`src/mpb_pkg.sv`:
```
// ----------------------------------------------------------------------------
// mpb_pkg
// Types, codes and lookup functions shared by the panel button controller.
// ----------------------------------------------------------------------------
package mpb_pkg;

    localparam int TpsW       = 10;
    localparam int CountW     = 10;
    localparam int TimeW      = 32;
    localparam int CfgIndexW  = 3;
    localparam int CfgDataW   = 16;
    localparam int InDataW    = 56;
    localparam int OutDataW   = 16;

    localparam logic [TimeW-1:0] UsPerMs  = 32'd1000;
    localparam logic [TimeW-1:0] UsPerS   = 32'd1000000;
    localparam logic [TimeW-1:0] UsPerMin = 32'd60000000;

    typedef enum logic [CfgIndexW-1:0] {
        CFG_TICKS_PER_SECOND = 3'd0,
        CFG_LONG_PRESS_MS    = 3'd1,
        CFG_FAN_DELAY_S      = 3'd2,
        CFG_SLEEP_AFTER_MIN  = 3'd3,
        CFG_LIGHT_OFF_MIN    = 3'd4,
        CFG_MODE_FLAGS       = 3'd5
    } cfg_index_t;

    typedef enum logic [1:0] {
        EV_NONE  = 2'd0,
        EV_SHORT = 2'd1,
        EV_LONG  = 2'd2,
        EV_LED   = 2'd3
    } event_t;

    typedef enum logic [2:0] {
        ST_IDLE    = 3'd0,
        ST_RUN     = 3'd1,
        ST_HOME    = 3'd2,
        ST_HOLD    = 3'd3,
        ST_ALARM   = 3'd4,
        ST_SLEEP   = 3'd5,
        ST_SUSPEND = 3'd6,
        ST_WAIT    = 3'd7
    } mstate_t;

    typedef enum logic [2:0] {
        ACT_NONE        = 3'd0,
        ACT_MANUAL_HALT = 3'd1,
        ACT_RELEASE     = 3'd2,
        ACT_RESET       = 3'd3,
        ACT_CLEAR_HALT  = 3'd4,
        ACT_SLEEP       = 3'd5
    } action_t;

    typedef enum logic [1:0] {
        LIGHT_NONE = 2'd0,
        LIGHT_ON   = 2'd1,
        LIGHT_OFF  = 2'd2
    } light_t;

    localparam int ModeAutoSleep = 0;
    localparam int ModeLightOff  = 1;
    localparam int ModeLongSleep = 2;
    localparam int ModeCoverStop = 3;

    typedef struct packed {
        logic [TpsW-1:0]  ticks_per_second;
        logic [TimeW-1:0] long_limit;
        logic [TimeW-1:0] fan_limit;
        logic             sleep_en;
        logic [TimeW-1:0] sleep_limit;
        logic             light_en;
        logic [TimeW-1:0] light_limit;
        logic [3:0]       mode_flags;
    } cfg_t;

    typedef struct packed {
        logic             button_level;
        logic             estop_level;
        mstate_t          machine_state;
        logic             laser_mode;
        logic             suction_on;
        logic             probe_on;
        logic [7:0]       halt_code;
        logic             halted_flag;
        logic             job_playing;
        logic             lid_shut;
        logic [TimeW-1:0] now_us;
    } item_in_t;

    typedef struct packed {
        logic    fan_power;
        logic    main_power;
        logic    led_red;
        logic    led_green;
        logic    led_blue;
        logic    estop_halt;
        logic    cover_halt;
        logic    timeout_sleep;
        action_t press_action;
        light_t  light_command;
    } item_out_t;

    function automatic action_t press_code(mstate_t st, logic is_long, logic long_sleeps,
                                           logic [7:0] halt_code);
        action_t a;
        case (st)
            ST_IDLE:  a = is_long ? (long_sleeps ? ACT_SLEEP : ACT_NONE) : ACT_MANUAL_HALT;
            ST_RUN:   a = ACT_MANUAL_HALT;
            ST_HOME:  a = ACT_MANUAL_HALT;
            ST_HOLD:  a = ACT_RELEASE;
            ST_SLEEP: a = ACT_RESET;
            ST_ALARM: a = is_long ? ((halt_code > 8'd20) ? ACT_RESET : ACT_CLEAR_HALT)
                                  : ACT_NONE;
            default:  a = ACT_NONE;
        endcase
        return a;
    endfunction

    // bit0 red, bit1 green, bit2 blue
    function automatic logic [2:0] led_code(mstate_t st, logic b);
        logic [2:0] c;
        case (st)
            ST_IDLE:    c = 3'b100;
            ST_RUN:     c = 3'b010;
            ST_HOME:    c = 3'b011;
            ST_HOLD:    c = {1'b0, b, 1'b0};
            ST_ALARM:   c = 3'b001;
            ST_SLEEP:   c = 3'b111;
            ST_SUSPEND: c = {b, 2'b00};
            default:    c = {1'b0, b, b};
        endcase
        return c;
    endfunction

endpackage

```
`src/mpb_cfg.sv`:
```
// ----------------------------------------------------------------------------
// mpb_cfg
// Configuration registers; timeout limits are scaled to microseconds on write.
// ----------------------------------------------------------------------------
module mpb_cfg
    import mpb_pkg::*;
(
    input  logic                 aclk,
    input  logic                 aresetn,
    input  logic                 cfg_wen,
    input  logic [CfgIndexW-1:0] cfg_index,
    input  logic [CfgDataW-1:0]  cfg_wdata,
    output cfg_t                 cfg
);

    cfg_t cfg_reg;
    cfg_t cfg_next;

    always_comb begin
        cfg_next = cfg_reg;
        if (cfg_wen) begin
            case (cfg_index)
                CFG_TICKS_PER_SECOND: cfg_next.ticks_per_second = cfg_wdata[TpsW-1:0];
                CFG_LONG_PRESS_MS:
                    cfg_next.long_limit = TimeW'({16'd0, cfg_wdata} * UsPerMs);
                CFG_FAN_DELAY_S:
                    cfg_next.fan_limit = TimeW'({19'd0, cfg_wdata[12:0]} * UsPerS);
                CFG_SLEEP_AFTER_MIN: begin
                    cfg_next.sleep_en    = (cfg_wdata[6:0] != 7'd0);
                    cfg_next.sleep_limit = TimeW'({25'd0, cfg_wdata[6:0]} * UsPerMin);
                end
                CFG_LIGHT_OFF_MIN: begin
                    cfg_next.light_en    = (cfg_wdata[6:0] != 7'd0);
                    cfg_next.light_limit = TimeW'({25'd0, cfg_wdata[6:0]} * UsPerMin);
                end
                CFG_MODE_FLAGS: cfg_next.mode_flags = cfg_wdata[3:0];
                default: ;
            endcase
        end
    end

    always_ff @(posedge aclk) begin
        if (!aresetn) begin
            cfg_reg.ticks_per_second <= TpsW'(20);
            cfg_reg.long_limit       <= 32'd3000000;
            cfg_reg.fan_limit        <= 32'd30000000;
            cfg_reg.sleep_en         <= 1'b1;
            cfg_reg.sleep_limit      <= 32'd1800000000;
            cfg_reg.light_en         <= 1'b1;
            cfg_reg.light_limit      <= 32'd600000000;
            cfg_reg.mode_flags       <= 4'd1;
        end else begin
            cfg_reg <= cfg_next;
        end
    end

    assign cfg = cfg_reg;

endmodule

```
`src/mpb_core.sv`:
```
// ----------------------------------------------------------------------------
// mpb_core
// Per-tick controller state and the single-pass logic that yields one result.
// ----------------------------------------------------------------------------
module mpb_core
    import mpb_pkg::*;
(
    input  logic      aclk,
    input  logic      aresetn,
    input  cfg_t      cfg,
    input  logic      advance,
    input  item_in_t  item,
    output item_out_t result
);

    logic              estop_prev_reg, estop_prev_next;
    logic              held_reg, held_next;
    logic [TimeW-1:0]  press_start_reg, press_start_next;
    event_t            pending_reg, pending_next;
    logic [CountW-1:0] led_count_reg, led_count_next;
    logic [CountW-1:0] second_count_reg, second_count_next;
    logic [1:0]        blink_reg, blink_next;
    logic              draws_reg, draws_next;
    logic [TimeW-1:0]  fan_mark_reg, fan_mark_next;
    logic [TimeW-1:0]  sleep_mark_reg, sleep_mark_next;
    logic [TimeW-1:0]  light_mark_reg, light_mark_next;
    logic [1:0]        power_reg, power_next;
    logic [2:0]        led_reg, led_next;

    logic [CountW-1:0] sec_inc;
    logic [CountW-1:0] led_inc;
    logic [12:0]       led_scaled;
    logic              act;
    logic              loads;
    action_t           action;
    light_t            light;
    logic              tsleep;
    logic              cover_halt;

    always_comb begin
        estop_prev_next   = item.estop_level;
        held_next         = held_reg;
        press_start_next  = press_start_reg;
        pending_next      = pending_reg;
        led_count_next    = led_count_reg;
        blink_next        = blink_reg;
        draws_next        = draws_reg;
        fan_mark_next     = fan_mark_reg;
        sleep_mark_next   = sleep_mark_reg;
        light_mark_next   = light_mark_reg;
        power_next        = power_reg;
        led_next          = led_reg;
        action            = ACT_NONE;
        light             = LIGHT_NONE;
        tsleep            = 1'b0;
        cover_halt        = 1'b0;
        loads             = item.laser_mode | item.suction_on | item.probe_on;

        sec_inc = second_count_reg + CountW'(1);
        second_count_next = sec_inc;
        if (sec_inc >= cfg.ticks_per_second) begin
            second_count_next = '0;
            draws_next        = loads;
        end

        act = item.estop_level || (pending_reg != EV_NONE);
        if (act) begin
            cover_halt = cfg.mode_flags[ModeCoverStop] && !item.halted_flag
                         && item.job_playing && !item.lid_shut;

            if ((item.machine_state == ST_IDLE || item.machine_state == ST_SLEEP)
                && !draws_next) begin
                if ((item.now_us - fan_mark_reg) > cfg.fan_limit) begin
                    power_next[0] = 1'b0;
                end
            end else if (item.machine_state != ST_ALARM) begin
                power_next[0] = 1'b1;
                fan_mark_next = item.now_us;
            end

            if (cfg.mode_flags[ModeAutoSleep] && cfg.sleep_en) begin
                if (item.machine_state != ST_IDLE) begin
                    sleep_mark_next = item.now_us;
                end else if ((item.now_us - sleep_mark_reg) > cfg.sleep_limit) begin
                    power_next = 2'b00;
                    tsleep     = 1'b1;
                end
            end

            if (cfg.mode_flags[ModeLightOff] && cfg.light_en) begin
                if (item.machine_state != ST_IDLE) begin
                    light_mark_next = item.now_us;
                    light           = LIGHT_ON;
                end else if ((item.now_us - light_mark_reg) > cfg.light_limit) begin
                    light = LIGHT_OFF;
                end
            end

            if (pending_reg == EV_SHORT || pending_reg == EV_LONG) begin
                action = press_code(item.machine_state, pending_reg == EV_LONG,
                                    cfg.mode_flags[ModeLongSleep], item.halt_code);
                if (action == ACT_SLEEP) begin
                    power_next = 2'b00;
                end
            end else begin
                blink_next = blink_reg + 2'd1;
                led_next   = led_code(item.machine_state, ~blink_next[1]);
            end
            pending_next = EV_NONE;
        end

        led_inc    = led_count_reg + CountW'(1);
        led_scaled = {3'd0, led_inc} + {1'b0, led_inc, 2'b00};
        if (item.button_level) begin
            if (!held_reg) begin
                held_next        = 1'b1;
                press_start_next = item.now_us;
            end
        end else if (held_reg) begin
            pending_next = ((item.now_us - press_start_reg) > cfg.long_limit)
                           ? EV_LONG : EV_SHORT;
            held_next    = 1'b0;
        end else begin
            led_count_next = led_inc;
            if (led_scaled > {3'd0, cfg.ticks_per_second}) begin
                pending_next   = EV_LED;
                led_count_next = '0;
            end
        end

        result.fan_power     = power_next[0];
        result.main_power    = power_next[1];
        result.led_red       = led_next[0];
        result.led_green     = led_next[1];
        result.led_blue      = led_next[2];
        result.estop_halt    = item.estop_level && !estop_prev_reg;
        result.cover_halt    = cover_halt;
        result.timeout_sleep = tsleep;
        result.press_action  = action;
        result.light_command = light;
    end

    always_ff @(posedge aclk) begin
        if (!aresetn) begin
            estop_prev_reg   <= 1'b0;
            held_reg         <= 1'b0;
            press_start_reg  <= '0;
            pending_reg      <= EV_NONE;
            led_count_reg    <= '0;
            second_count_reg <= '0;
            blink_reg        <= '0;
            draws_reg        <= 1'b0;
            fan_mark_reg     <= '0;
            sleep_mark_reg   <= '0;
            light_mark_reg   <= '0;
            power_reg        <= 2'b11;
            led_reg          <= 3'b000;
        end else if (advance) begin
            estop_prev_reg   <= estop_prev_next;
            held_reg         <= held_next;
            press_start_reg  <= press_start_next;
            pending_reg      <= pending_next;
            led_count_reg    <= led_count_next;
            second_count_reg <= second_count_next;
            blink_reg        <= blink_next;
            draws_reg        <= draws_next;
            fan_mark_reg     <= fan_mark_next;
            sleep_mark_reg   <= sleep_mark_next;
            light_mark_reg   <= light_mark_next;
            power_reg        <= power_next;
            led_reg          <= led_next;
        end
    end

endmodule

```
`src/machine_panel_button_controller.sv`:
```
// ----------------------------------------------------------------------------
// machine_panel_button_controller
// Panel button, power, status LED and idle timeout controller, one item a tick.
// ----------------------------------------------------------------------------
// Each input item is one poll tick and yields exactly one result item. An
// accepted item lands in an input register, passes the controller logic
// combinationally and is written into the result register, so a new item
// can be accepted every clock cycle while results keep flowing; m_tvalid
// rises when the item is written into the result register. While m_tready
// stays low the result register and the input register hold one item each,
// and s_tready then drops until the result is taken. The pending button or
// LED event taken from one tick is acted on at the next tick. Configuration
// writes must be made while no item is in flight.
// ----------------------------------------------------------------------------
module machine_panel_button_controller
    import mpb_pkg::*;
(
    input  logic                 aclk,
    input  logic                 aresetn,
    input  logic                 cfg_wen,
    input  logic [CfgIndexW-1:0] cfg_index,
    input  logic [CfgDataW-1:0]  cfg_wdata,
    input  logic                 s_tvalid,
    output logic                 s_tready,
    // [0] button_level, [1] estop_level, [4:2] machine_state, [5] laser_mode,
    // [6] suction_on, [7] probe_on, [15:8] halt_code, [16] halted_flag,
    // [17] job_playing, [18] lid_shut, [50:19] now_us, [55:51] zero
    input  logic [InDataW-1:0]   s_tdata,
    output logic                 m_tvalid,
    input  logic                 m_tready,
    // [0] fan_power, [1] main_power, [2] led_red, [3] led_green, [4] led_blue,
    // [5] estop_halt, [6] cover_halt, [7] timeout_sleep, [10:8] press_action,
    // [12:11] light_command, [15:13] zero
    output logic [OutDataW-1:0]  m_tdata
);

    cfg_t      cfg;
    item_in_t  in_reg;
    item_in_t  in_next;
    logic      in_valid_reg;
    item_out_t out_reg;
    item_out_t result;
    logic      out_valid_reg;
    logic      advance;

    mpb_cfg u_cfg (
        .aclk      (aclk),
        .aresetn   (aresetn),
        .cfg_wen   (cfg_wen),
        .cfg_index (cfg_index),
        .cfg_wdata (cfg_wdata),
        .cfg       (cfg)
    );

    mpb_core u_core (
        .aclk    (aclk),
        .aresetn (aresetn),
        .cfg     (cfg),
        .advance (advance),
        .item    (in_reg),
        .result  (result)
    );

    assign advance  = in_valid_reg && (!out_valid_reg || m_tready);
    assign s_tready = !in_valid_reg || advance;

    always_comb begin
        in_next.button_level  = s_tdata[0];
        in_next.estop_level   = s_tdata[1];
        in_next.machine_state = mstate_t'(s_tdata[4:2]);
        in_next.laser_mode    = s_tdata[5];
        in_next.suction_on    = s_tdata[6];
        in_next.probe_on      = s_tdata[7];
        in_next.halt_code     = s_tdata[15:8];
        in_next.halted_flag   = s_tdata[16];
        in_next.job_playing   = s_tdata[17];
        in_next.lid_shut      = s_tdata[18];
        in_next.now_us        = s_tdata[50:19];
    end

    always_ff @(posedge aclk) begin
        if (!aresetn) begin
            in_valid_reg  <= 1'b0;
            out_valid_reg <= 1'b0;
        end else begin
            if (s_tready) begin
                in_valid_reg <= s_tvalid;
            end
            if (advance) begin
                out_valid_reg <= 1'b1;
            end else if (m_tready) begin
                out_valid_reg <= 1'b0;
            end
        end
    end

    always_ff @(posedge aclk) begin
        if (s_tready && s_tvalid) begin
            in_reg <= in_next;
        end
        if (advance) begin
            out_reg <= result;
        end
    end

    assign m_tvalid = out_valid_reg;
    assign m_tdata  = {3'b000,
                       out_reg.light_command,
                       out_reg.press_action,
                       out_reg.timeout_sleep,
                       out_reg.cover_halt,
                       out_reg.estop_halt,
                       out_reg.led_blue,
                       out_reg.led_green,
                       out_reg.led_red,
                       out_reg.main_power,
                       out_reg.fan_power};

endmodule

```
`config.mk`:
```
export PLATFORM = sky130hd
export DESIGN_NAME = machine_panel_button_controller
export DESIGN_NICKNAME = d
export VERILOG_FILES = /design/src/mpb_pkg.sv /design/src/mpb_cfg.sv /design/src/mpb_core.sv /design/src/machine_panel_button_controller.sv
export SDC_FILE = /design/constraint.sdc
export NUM_CORES = 1
export LEC_CHECK = 0
export BUFFER_PORTS_ARGS = -buffer_cell sky130_fd_sc_hd__buf_2
export CELL_PAD_IN_SITES_DETAIL_PLACEMENT = 0
export CELL_PAD_IN_SITES_GLOBAL_PLACEMENT = 1
export CORE_MARGIN = 2
export CORE_UTILIZATION = 35
export DETAILED_ROUTE_END_ITERATION = 10
export PLACE_DENSITY_LB_ADDON = 0.25
export SLEW_MARGIN = 30
export SYNTH_ARGS = -nofsm -noshare
export SYNTH_HDL_FRONTEND = slang
export SYNTH_SLANG_ARGS = --single-unit
```
`constraint.sdc`:
```
create_clock -name aclk -period 6.8 [get_ports aclk]
set_clock_uncertainty 0.05 [all_clocks]
set_input_delay 0.34 -clock aclk [delete_from_list [all_inputs] [get_ports aclk]]
set_output_delay 0.34 -clock aclk [all_outputs]
set_load 0.03 [all_outputs]
```
==> flow_summary.json, run 1 <==
{
  "crit_chain": "inv_1 -> ha_1 -> fa_1 -> nand2b_1 -> a21oi_1 -> o32a_1 -> a41oi_2 -> o311ai_1 -> a31oi_2 -> o21ai_1 -> a2111oi_0 -> nor3_1 -> xor2_1 -> ha_1 -> nand3_1 -> nor3_1 -> buf_4 -> nand3_1 -> a211o_1 -> or4_1 -> nand4_1 -> o21a_1 -> a22o_1",
  "hpwl_um": 63410,
  "register_area_um2": 7427,
  "postLayoutCoreUtil_pct": 40.31,
  "dpl_cell_area_um2": 30340,
  "wl_met1_um": 40020,
  "ys.flop_type": "dfxtp_1",
  "wl_per_cell_um": 17.74,
  "wl_met3_um": 3038,
  "final_cell_mix": "ha_1 (433), nand2_1 (426), inv_1 (422)",
  "cp_slowest_cell": "or4_1",
  "maxSlewViolCount": 0,
  "power.leakage_nw": 13.97,
  "clk_pin_slew_worst_paths_ns": 0.06,
  "slowest_delay_ns": 0.58,
  "crit_type": "flip-flop to flip-flop",
  "finalSetupTns_ns": 0,
  "die_area_um2": 83930,
  "port_buffers": 89,
  "synth_cell_types": 84,
  "htree_num_levels": 2,
  "cp-start-kind": "flip-flop",
  "largest_reg_flops": 113,
  "holdPathStages": 3,
  "endpoint_kind": "flip-flop",
  "hp-class": "input pin to flip-flop",
  "relSlewSlack_pct": 41.86,
  "place_congestion": 0.8730,
  "route.met2.wl_um": 37590,
  "drt-initial-drc-count": 1160,
  "yosysWarnings": 0,
  "crit_required_ns": 7.21,
  "multi_input_area_um2": 19230,
  "crit_fanout": 5,
  "die_x_um": 289.7,
  "layout-drive-gt1-share_pct": 6.886,
  "fin_crit_sh_pct": 87.08,
  "final_area_um2": 32520,
  "syn_area_um2": 28570,
  "synthCells": 3411,
  "period_needed_ns": 5.921,
  "fp.coreArea_um2": 80680,
  "maxCapViolCount": 0,
  "max_freq_mhz": 168.9,
  "r2r_slack_ns": 0.88,
  "final_nets": 4174,
  "drt-pass1-iter-count": 5,
  "die_height_um": 289.7,
  "synthArstFlopShare_pct": 0,
  "rows": 104,
  "grt_overflow_total": 0,
  "syn2layout_area_growth_pct": 13.82,
  "postRouteWirelength_um": 82480,
  "setup_viol": 0,
  "ir_drop_mv": 0.1604,
  "ios": 98,
  "cts_resized": 0,
  "via_per_inst": 5.025,
  "drc": 0,
  "powerDensity_nw_per_um2": 260.4,
  "cts_tree": "built",
  "grt_pass1_wl_um": 130100,
  "initial_utilization_pct": 35.41,
  "ant_nets": 0,
  "synth_area_per_cell_um2": 8.376,
  "cts_root_buffer": "clkbuf_16",
  "grt_max_degree": 119,
  "worst_ep_arrival_time_ns": 6.34,
  "grt_pass1_vias": 22840,
  "grt_usage_pct": 19.87,
  "fill_cells": 8270,
  "yosysSeqAreaShare_pct": 26.00,
  "tightest_slew_ns": 0.8654,
  "grt_antenna_before_repair": 5,
  "top_layer_used": "met5",
  "insertion_delay_ns": 0.60,
  "synth-edff-count": 64,
  "hold_violations": 0,
  "vias": 23350,
  "cts_buffers": 44,
  "clockBufferDepth": 3,
  "r2r_cells": 23,
  "status": "finished clean",
  "clkSinkCount": 339,
  "layout_commonest_cell": "ha_1",
  "rsz0062_at_grt": "false",
  "ys_ff_latch": 339
}
[logic make-up after synthesis]
logic type               after synthesis  share of synthesized area [%]
XOR/XNOR                             177                          5.426
flip-flops                           339                          26.00
multiplexers                          39                          1.375
AO/OA/AOI/OAI                        817                          17.99
AND/OR/NAND/NOR                      978                          15.63
other                                  1                        0.01313
adder cells (fa/ha/maj)              543                          26.67
buffers and inverters                517                          6.898
[metrics by stage]
stage	hold WS, ns	total power, mW	setup slack (ns)	std cells
final	0.08300	8.468	0.8789	4648
after global routing	0.07417	9.113	0.4781	4647
after detailed placement	0.3966	5.850	0.8593	4511
after CTS	0.05946	8.581	0.8136	4646
after global placement	0.3910	5.867	0.8776	4511
after floorplan	0.3819	4.918	1.973	3413
[path summary, 6_finish.rpt]
| kind | start | end |
|---|---|---|
| worst max-delay path | in_reg[0] | m_tdata[0] |
| worst min-delay path | cfg_wdata[5] | u_cfg.cfg[139] |
| worst max register to register | in_reg[0] | m_tdata[0] |
| worst min register to register | u_cfg.cfg[90] | u_cfg.cfg[90] |
[cell type report]
type	count	share of cell area, %
multi-input cells	2557	59.14
flip-flops and latches	339	22.84
inverters	424	4.917
well taps	1060	4.079
repair buffers	185	4.006
clock buffers	57	3.813
clock inverters	25	1.193
diodes	1	0.007696
[Yosys cell counts, drive strengths merged (28+ instances only)]
| master | n | area [µm²] |
|---|---|---|
| a21oi | 340 | 1702 |
| nor3 | 66 | 330.3 |
| mux2i | 37 | 370.4 |
| clkbuf | 84 | 315.3 |
| fa | 110 | 2202 |
| inv | 424 | 1592 |
| a211oi | 28 | 215.2 |
| edfxtp | 64 | 1922 |
| o21ai | 118 | 590.6 |
| o21a | 55 | 412.9 |
| nand3 | 65 | 325.3 |
| ha | 433 | 5418 |
| nand4 | 34 | 212.7 |
| nor2b | 47 | 294.0 |
| nand2b | 41 | 256.5 |
| o211ai | 49 | 372.9 |
| nor2 | 191 | 716.9 |
| a21o | 85 | 638.1 |
| xnor2 | 120 | 1051 |
| dfxtp | 275 | 5505 |
| xor2 | 57 | 499.2 |
| nand2 | 427 | 1603 |
[report_power, final]
part / internal (mW) / switching [mW] / total [mW]
logic: 1.54 / 2.08 / 3.62
registers: 2.13 / 0.0733 / 2.21
clock network: 1.63 / 1.01 / 2.65
[layer usage]
metal	track usage, %	vias to the layer above
met5	0	-
met4	4.744	2
met3	2.551	89
met2	32.68	301
met1	27.59	10930
li1	-	12030
[worst max-delay path: cells and delay by family, from the launching register on]
family / cells / cell delay, ns
and+or+nand+nor: 7 / 1.52
AOI/OAI and AO/OA: 10 / 2.41
adders and majority gates: 3 / 0.97
buffers and inverters: 2 / 0.31
xor gates and xnor gates: 1 / 0.11
DFF: 1 / 0.41
[timing repair]
action                    in CTS  in global routing
hold endpoints to repair      53                  0
hold buffers                  53                  0
buffers inserted               0                  0
(Power assumes the default switching activity.)
==> run 2: changes to the inputs <==
- clock period: 6.8 -> 7.4 ns (I/O delays scaled with it)
==> run 2 against run 1 <==
  * Sequential share of layout area is 0.16 points higher
  * Combinational power is 8.3% lower
  * Final cell count is 0.19% lower
  * Worst hold slack worse by 0.048 ns
  * Critical path depth is 2 lower
  * Wire length is 0.36% lower
  * Highest routed layer unchanged
  * Clock power is 17% lower
  * Critical endpoint is now u_core.power_reg[0]
  * Die area stayed put
  * Flip-flop and latch count stayed put
  * Final area is 0.71% lower
  * Worst setup slack better by 0.19 ns
  * Non-clock buffer count is 5 lower
==> flow_summary.json, run 2 (same netlist as run 1, synthesis figures left out) <==
{
  "grt_pass1_vias": 22820,
  "hold_violations": 0,
  "fill_cells": 8370,
  "crit_path_start": "in_reg[1]",
  "insertion_delay_ns": 0.59,
  "postRouteWirelength_um": 82180,
  "max_freq_mhz": 158.0,
  "cts_root_buffer": "clkbuf_16",
  "die_height_um": 289.7,
  "grt_usage_pct": 19.70,
  "maxSlewViolCount": 0,
  "crit_chain": "inv_1 -> fa_1 -> nand2b_1 -> a31oi_1 -> o221a_2 -> o21ai_1 -> a211oi_1 -> o2111ai_1 -> a31oi_1 -> o21a_1 -> nor2_1 -> xnor2_1 -> ha_1 -> nand4_1 -> nor4_1 -> o2111ai_1 -> a211o_1 -> o21ai_0 -> o21ai_0 -> o21bai_1 -> a221o_1",
  "powerDensity_nw_per_um2": 233.7,
  "fp.coreArea_um2": 80680,
  "crit_required_ns": 7.88,
  "period_needed_ns": 6.327,
  "fin_hold_ws_ns": 0.03481,
  "ios": 98,
  "layout-drive-gt1-share_pct": 6.510,
  "syn2layout_area_growth_pct": 13.01,
  "wl_per_cell_um": 17.71,
  "hpwl_um": 63010,
  "final_cell_mix": "ha_1 (433), nand2_1 (426), inv_1 (421)",
  "vias": 23310,
  "register_area_um2": 7427,
  "ir_drop_mv": 0.1563,
  "cp_slowest_cell": "nor4_1",
  "layout_commonest_cell": "ha_1",
  "finalSetupTns_ns": 0,
  "grt_max_degree": 110,
  "setup_viol": 0,
  "grt_antenna_before_repair": 5,
  "cts_tree": "built",
  "crit_type": "flip-flop to flip-flop",
  "worst_ep_arrival_time_ns": 6.81,
  "final_nets": 4169,
  "rsz0062_at_grt": "false",
  "fin_crit_sh_pct": 85.51,
  "largest_reg_flops": 113,
  "cts_buffers": 44,
  "rows": 104,
  "drt-pass1-iter-count": 5,
  "cp-start-kind": "flip-flop",
  "clkSinkCount": 339,
  "drc": 0,
  "via_per_inst": 5.025,
  "cts_setup_buffers": 0,
  "clockBufferDepth": 3,
  "power.leakage_nw": 13.87,
  "die_x_um": 289.7,
  "r2r-start": "in_reg[1]",
  "r2r_slack_ns": 1.07,
  "crit_fanout": 9,
  "diodes": 0,
  "place_congestion": 0.8575,
  "hold_path.startpoint": "m_tready",
  "die_area_um2": 83930,
  "drt-initial-drc-count": 1032,
  "port_buffers": 89,
  "maxCapViolCount": 0,
  "slowest_delay_ns": 0.69,
  "p_total_mw": 7.546,
  "clk_pin_slew_worst_paths_ns": 0.06,
  "initial_utilization_pct": 35.41,
  "endpoint_kind": "flip-flop",
  "tightest_slew_ns": 0.9770,
  "postLayoutCoreUtil_pct": 40.02,
  "htree_num_levels": 2,
  "ant_nets": 0,
  "multi_input_area_um2": 19220,
  "relSlewSlack_pct": 34.36,
  "cts_resized": 0,
  "hp-class": "input pin to flip-flop",
  "grt_pass1_wl_um": 129100,
  "grt_overflow_total": 0,
  "status": "finished clean"
}
run 2: repair_timing:
item                                   in CTS  in global routing
setup endpoints to repair                   0                  0
endpoints found under the hold margin      52                  0
hold buffers                               52                  0
run 2: per-stage QoR:
| step | instances | area (µm²) | worst slack, ns |
|---|---|---|---|
| after floorplan | 3413 | 28580 | 2.543 |
| after global placement | 4508 | 30300 | 1.083 |
| after detailed placement | 4508 | 30310 | 0.9904 |
| after CTS | 4639 | 32290 | 1.001 |
| after global routing | 4639 | 32290 | 0.7474 |
| final | 4639 | 32290 | 1.073 |
run 2: layout make-up:
cell class	instances	share of cell area, %
clock buffer	65	3.968
clock inverter	14	0.5542
sequential	339	23.00
tap	1060	4.108
timing repair buffer	180	3.898
multi-input combinational	2557	59.52
inverter	424	4.945
run 2: worst max-delay path: cells and delay by family, from the launching register on:
| kind | cells | cell delay [ns] |
|---|---|---|
| AO/OA/AOI/OAI | 13 | 3.37 |
| XOR/XNOR | 1 | 0.12 |
| adder cells (fa/ha/maj) | 2 | 0.78 |
| buffers and inverters | 1 | 0.28 |
| flip-flops | 1 | 0.56 |
| AND/OR/NAND/NOR | 4 | 1.09 |
run 2: worst paths after layout:
check                                to  cells past startpoint
min                            m_tvalid                      4
max reg2reg         u_core.power_reg[0]                     21
max                 u_core.power_reg[0]                     21
min reg2reg  u_core.press_start_reg[12]                      2
run 2: power by group:
part           internal, mW  switching, mW
combinational          1.41           1.91
sequential             1.96         0.0599
clock                  1.31          0.896
total                  4.68           2.87
run 2: per-layer routing:
layer  vias to the layer above  global-route usage (%)  share of wire (%)
met5                         -                       0              0.061
met4                         8                   4.333                2.0
met3                        89                   2.873                3.7
met2                       274                   33.03                 46
met1                     10920                   26.76                 48
li1                      12030                       -                  -
==> run 3: changes to the inputs <==
- MAX_ROUTING_LAYER: unset -> met4
- clock period: 7.4 -> 6.6 ns (I/O delays scaled with it)
==> run 3 against run 2 <==
  * Wire length rose by 0.80%
  * Non-clock buffer count rose by 5
  * Sequential share of layout area fell by 0.091 points
  * Largest cell class unchanged
  * Highest routed layer is now met4
==> flow_summary.json, run 3 (same netlist as run 1, synthesis figures left out) <==
{
  "status": "finished clean",
  "powerDensity_nw_per_um2": 264.6,
  "cts_buffers": 44,
  "drc": 0,
  "fp.coreArea_um2": 80680,
  "crit_fanout": 5,
  "power_switching_mw": 3.271,
  "p_total_mw": 8.576,
  "insertion_delay_ns": 0.60,
  "endpoint_kind": "flip-flop",
  "die_area_um2": 83930,
  "crit_required_ns": 7.00,
  "die_height_um": 289.7,
  "drt-initial-drc-count": 1104,
  "r2r_cells": 23,
  "cts_root_buffer": "clkbuf_16",
  "tightest_slew_ns": 1.000,
  "wl_per_cell_um": 17.81,
  "clkSinkCount": 339,
  "ios": 98,
  "rsz0062_at_grt": "false",
  "clockPowerShare_pct": 29.6,
  "finalSetupTns_ns": 0,
  "r2r_slack_ns": 0.66,
  "fin_hold_ws_ns": 0.03209,
  "r2r-start": "in_reg[0]",
  "port_buffers": 89,
  "holdPathStages": 2,
  "rr_endpoint": "m_tdata[0]",
  "die_x_um": 289.7,
  "comb_power_share_pct": 43.9,
  "grt_pass1_wl_um": 130700,
  "worst_ep_arrival_time_ns": 6.34,
  "power.leakage_nw": 13.92,
  "htree_num_levels": 2,
  "hp-class": "input pin to flip-flop",
  "postLayoutCoreUtil_pct": 40.18,
  "slowest_delay_ns": 0.60,
  "grt_usage_pct": 20.58,
  "rows": 104,
  "layout-drive-gt1-share_pct": 6.747,
  "grt_overflow_total": 0,
  "fin_crit_sh_pct": 90.01,
  "layout_commonest_cell": "ha_1",
  "maxSlewViolCount": 0,
  "ant_nets": 0,
  "maxCapViolCount": 0,
  "swShare_pct": 38.15,
  "vias": 23280,
  "crit_type": "flip-flop to flip-flop",
  "clk_pin_slew_worst_paths_ns": 0.06,
  "place_congestion": 0.8644,
  "period_needed_ns": 5.940,
  "hold_path.startpoint": "aresetn",
  "whs_endpoint": "u_cfg.cfg[116]",
  "grt_antenna_before_repair": 4,
  "setup_viol": 0,
  "cp-start-kind": "flip-flop",
  "postRouteWirelength_um": 82840,
  "grt_max_degree": 165,
  "initial_utilization_pct": 35.41,
  "syn2layout_area_growth_pct": 13.46,
  "fin_ws_ns": 0.6595,
  "final_cell_mix": "ha_1 (433), nand2_1 (426), inv_1 (422)",
  "cts_setup_buffers": 0,
  "intPower_mw": 5.304,
  "drt-pass1-iter-count": 5,
  "cts_tree": "built",
  "largest_reg_flops": 113,
  "via_per_inst": 5.006,
  "hpwl_um": 63900,
  "hold_violations": 0,
  "ir_drop_mv": 0.1644,
  "relSlewSlack_pct": 33.33,
  "crit_chain": "inv_1 -> ha_1 -> fa_1 -> nand2b_1 -> a21oi_1 -> o32a_1 -> a41oi_2 -> o311ai_1 -> a31oi_2 -> o21ai_1 -> a21o_1 -> a21boi_1 -> xnor2_1 -> ha_1 -> nand3_1 -> nor3_1 -> buf_4 -> nand3_1 -> a211o_1 -> or4_1 -> nand4_1 -> o21a_1 -> a22o_1",
  "grt_pass1_vias": 23030,
  "dp_slack_ns": 0.6864,
  "max_freq_mhz": 168.3,
  "clockBufferDepth": 3,
  "seqPwrFrac_pct": 26.5,
  "cp_slowest_cell": "or4_1",
  "final_nets": 4174
}
-- run 3: cell types whose count changed in the layout (fill, tap and decap cells not counted) --
cell | previous run | this run
buf_12 | 0 | 1
buf_4 | 39 | 42
bufinv_16 | 3 | 4
clkbuf_1 | 12 | 8
clkbuf_8 | 8 | 9
clkinv_1 | 1 | 2
clkinvlp_4 | 0 | 3
diode_2 | 0 | 3
dlygate4sd3_1 | 52 | 53
inv_1 | 421 | 422
nor4_2 | 1 | 0
nor4_4 | 0 | 1
-- run 3: worst max path at each step --
stage	startpoint	to	slack, ns	cells past startpoint
floorplan	cfg_wdata[1]	u_cfg.cfg[100]	1.78	19
global placement	in_reg[1]	m_tdata[0]	0.69	23
detailed placement	in_reg[0]	u_core.power_reg[0]	0.69	23
CTS	in_reg[0]	u_core.power_reg[0]	0.61	23
global route	in_reg[0]	m_tdata[0]	0.27	23
finish	in_reg[0]	m_tdata[0]	0.66	23
-- run 3: final cells by class --
cell class,count,area [µm²]
tap,1060,1326
clock buffer,62,1280
sequential,339,7427
antenna,3,7.507
clock inverter,20,239.0
fill,8307,48260
multi-input combinational,2557,19230
inverter,424,1597
timing repair buffer,185,1311
-- run 3: per-layer routing --
metal	wire [µm]	share of wire (%)	vias up	global-route usage, %
li1	-	-	12030	-
met1	39810	48	10890	27.17
met2	37790	46	263	33.00
met3	3438	4.2	95	3.367
met4	1803	2.2	0	4.603
met5	0	0	-	-
-- run 3: worst max-delay path: cells and delay by family, from the launching register on --
kind / cells / cell delay, ns
compound gates: 11 / 2.55
xor+xnor: 1 / 0.14
fa+ha+maj: 3 / 0.95
buf+inv: 2 / 0.31
flops: 1 / 0.42
simple gates: 6 / 1.37
-- run 3: metrics by stage --
step	cells	instance area (µm²)
finish	4650	32410
global route	4650	32410
CTS	4647	32400
detailed placement	4512	30360
global placement	4512	30350
floorplan	3413	28580
-- run 3: power by group through the flow --
stage               logic [mW]  clock network, mW  registers [mW]
floorplan                 2.77                  0            2.30
global placement          3.76                  0            2.32
detailed placement        3.75                  0            2.32
CTS                       3.81               2.62            2.27
global route              4.28               2.70            2.29
finish                    3.76               2.54            2.27
-- run 3: repair_timing --
item                                   in CTS  in global routing
hold buffers                               53                  0
endpoints found under the hold margin      53                  0
gates resized for setup                     0                  0
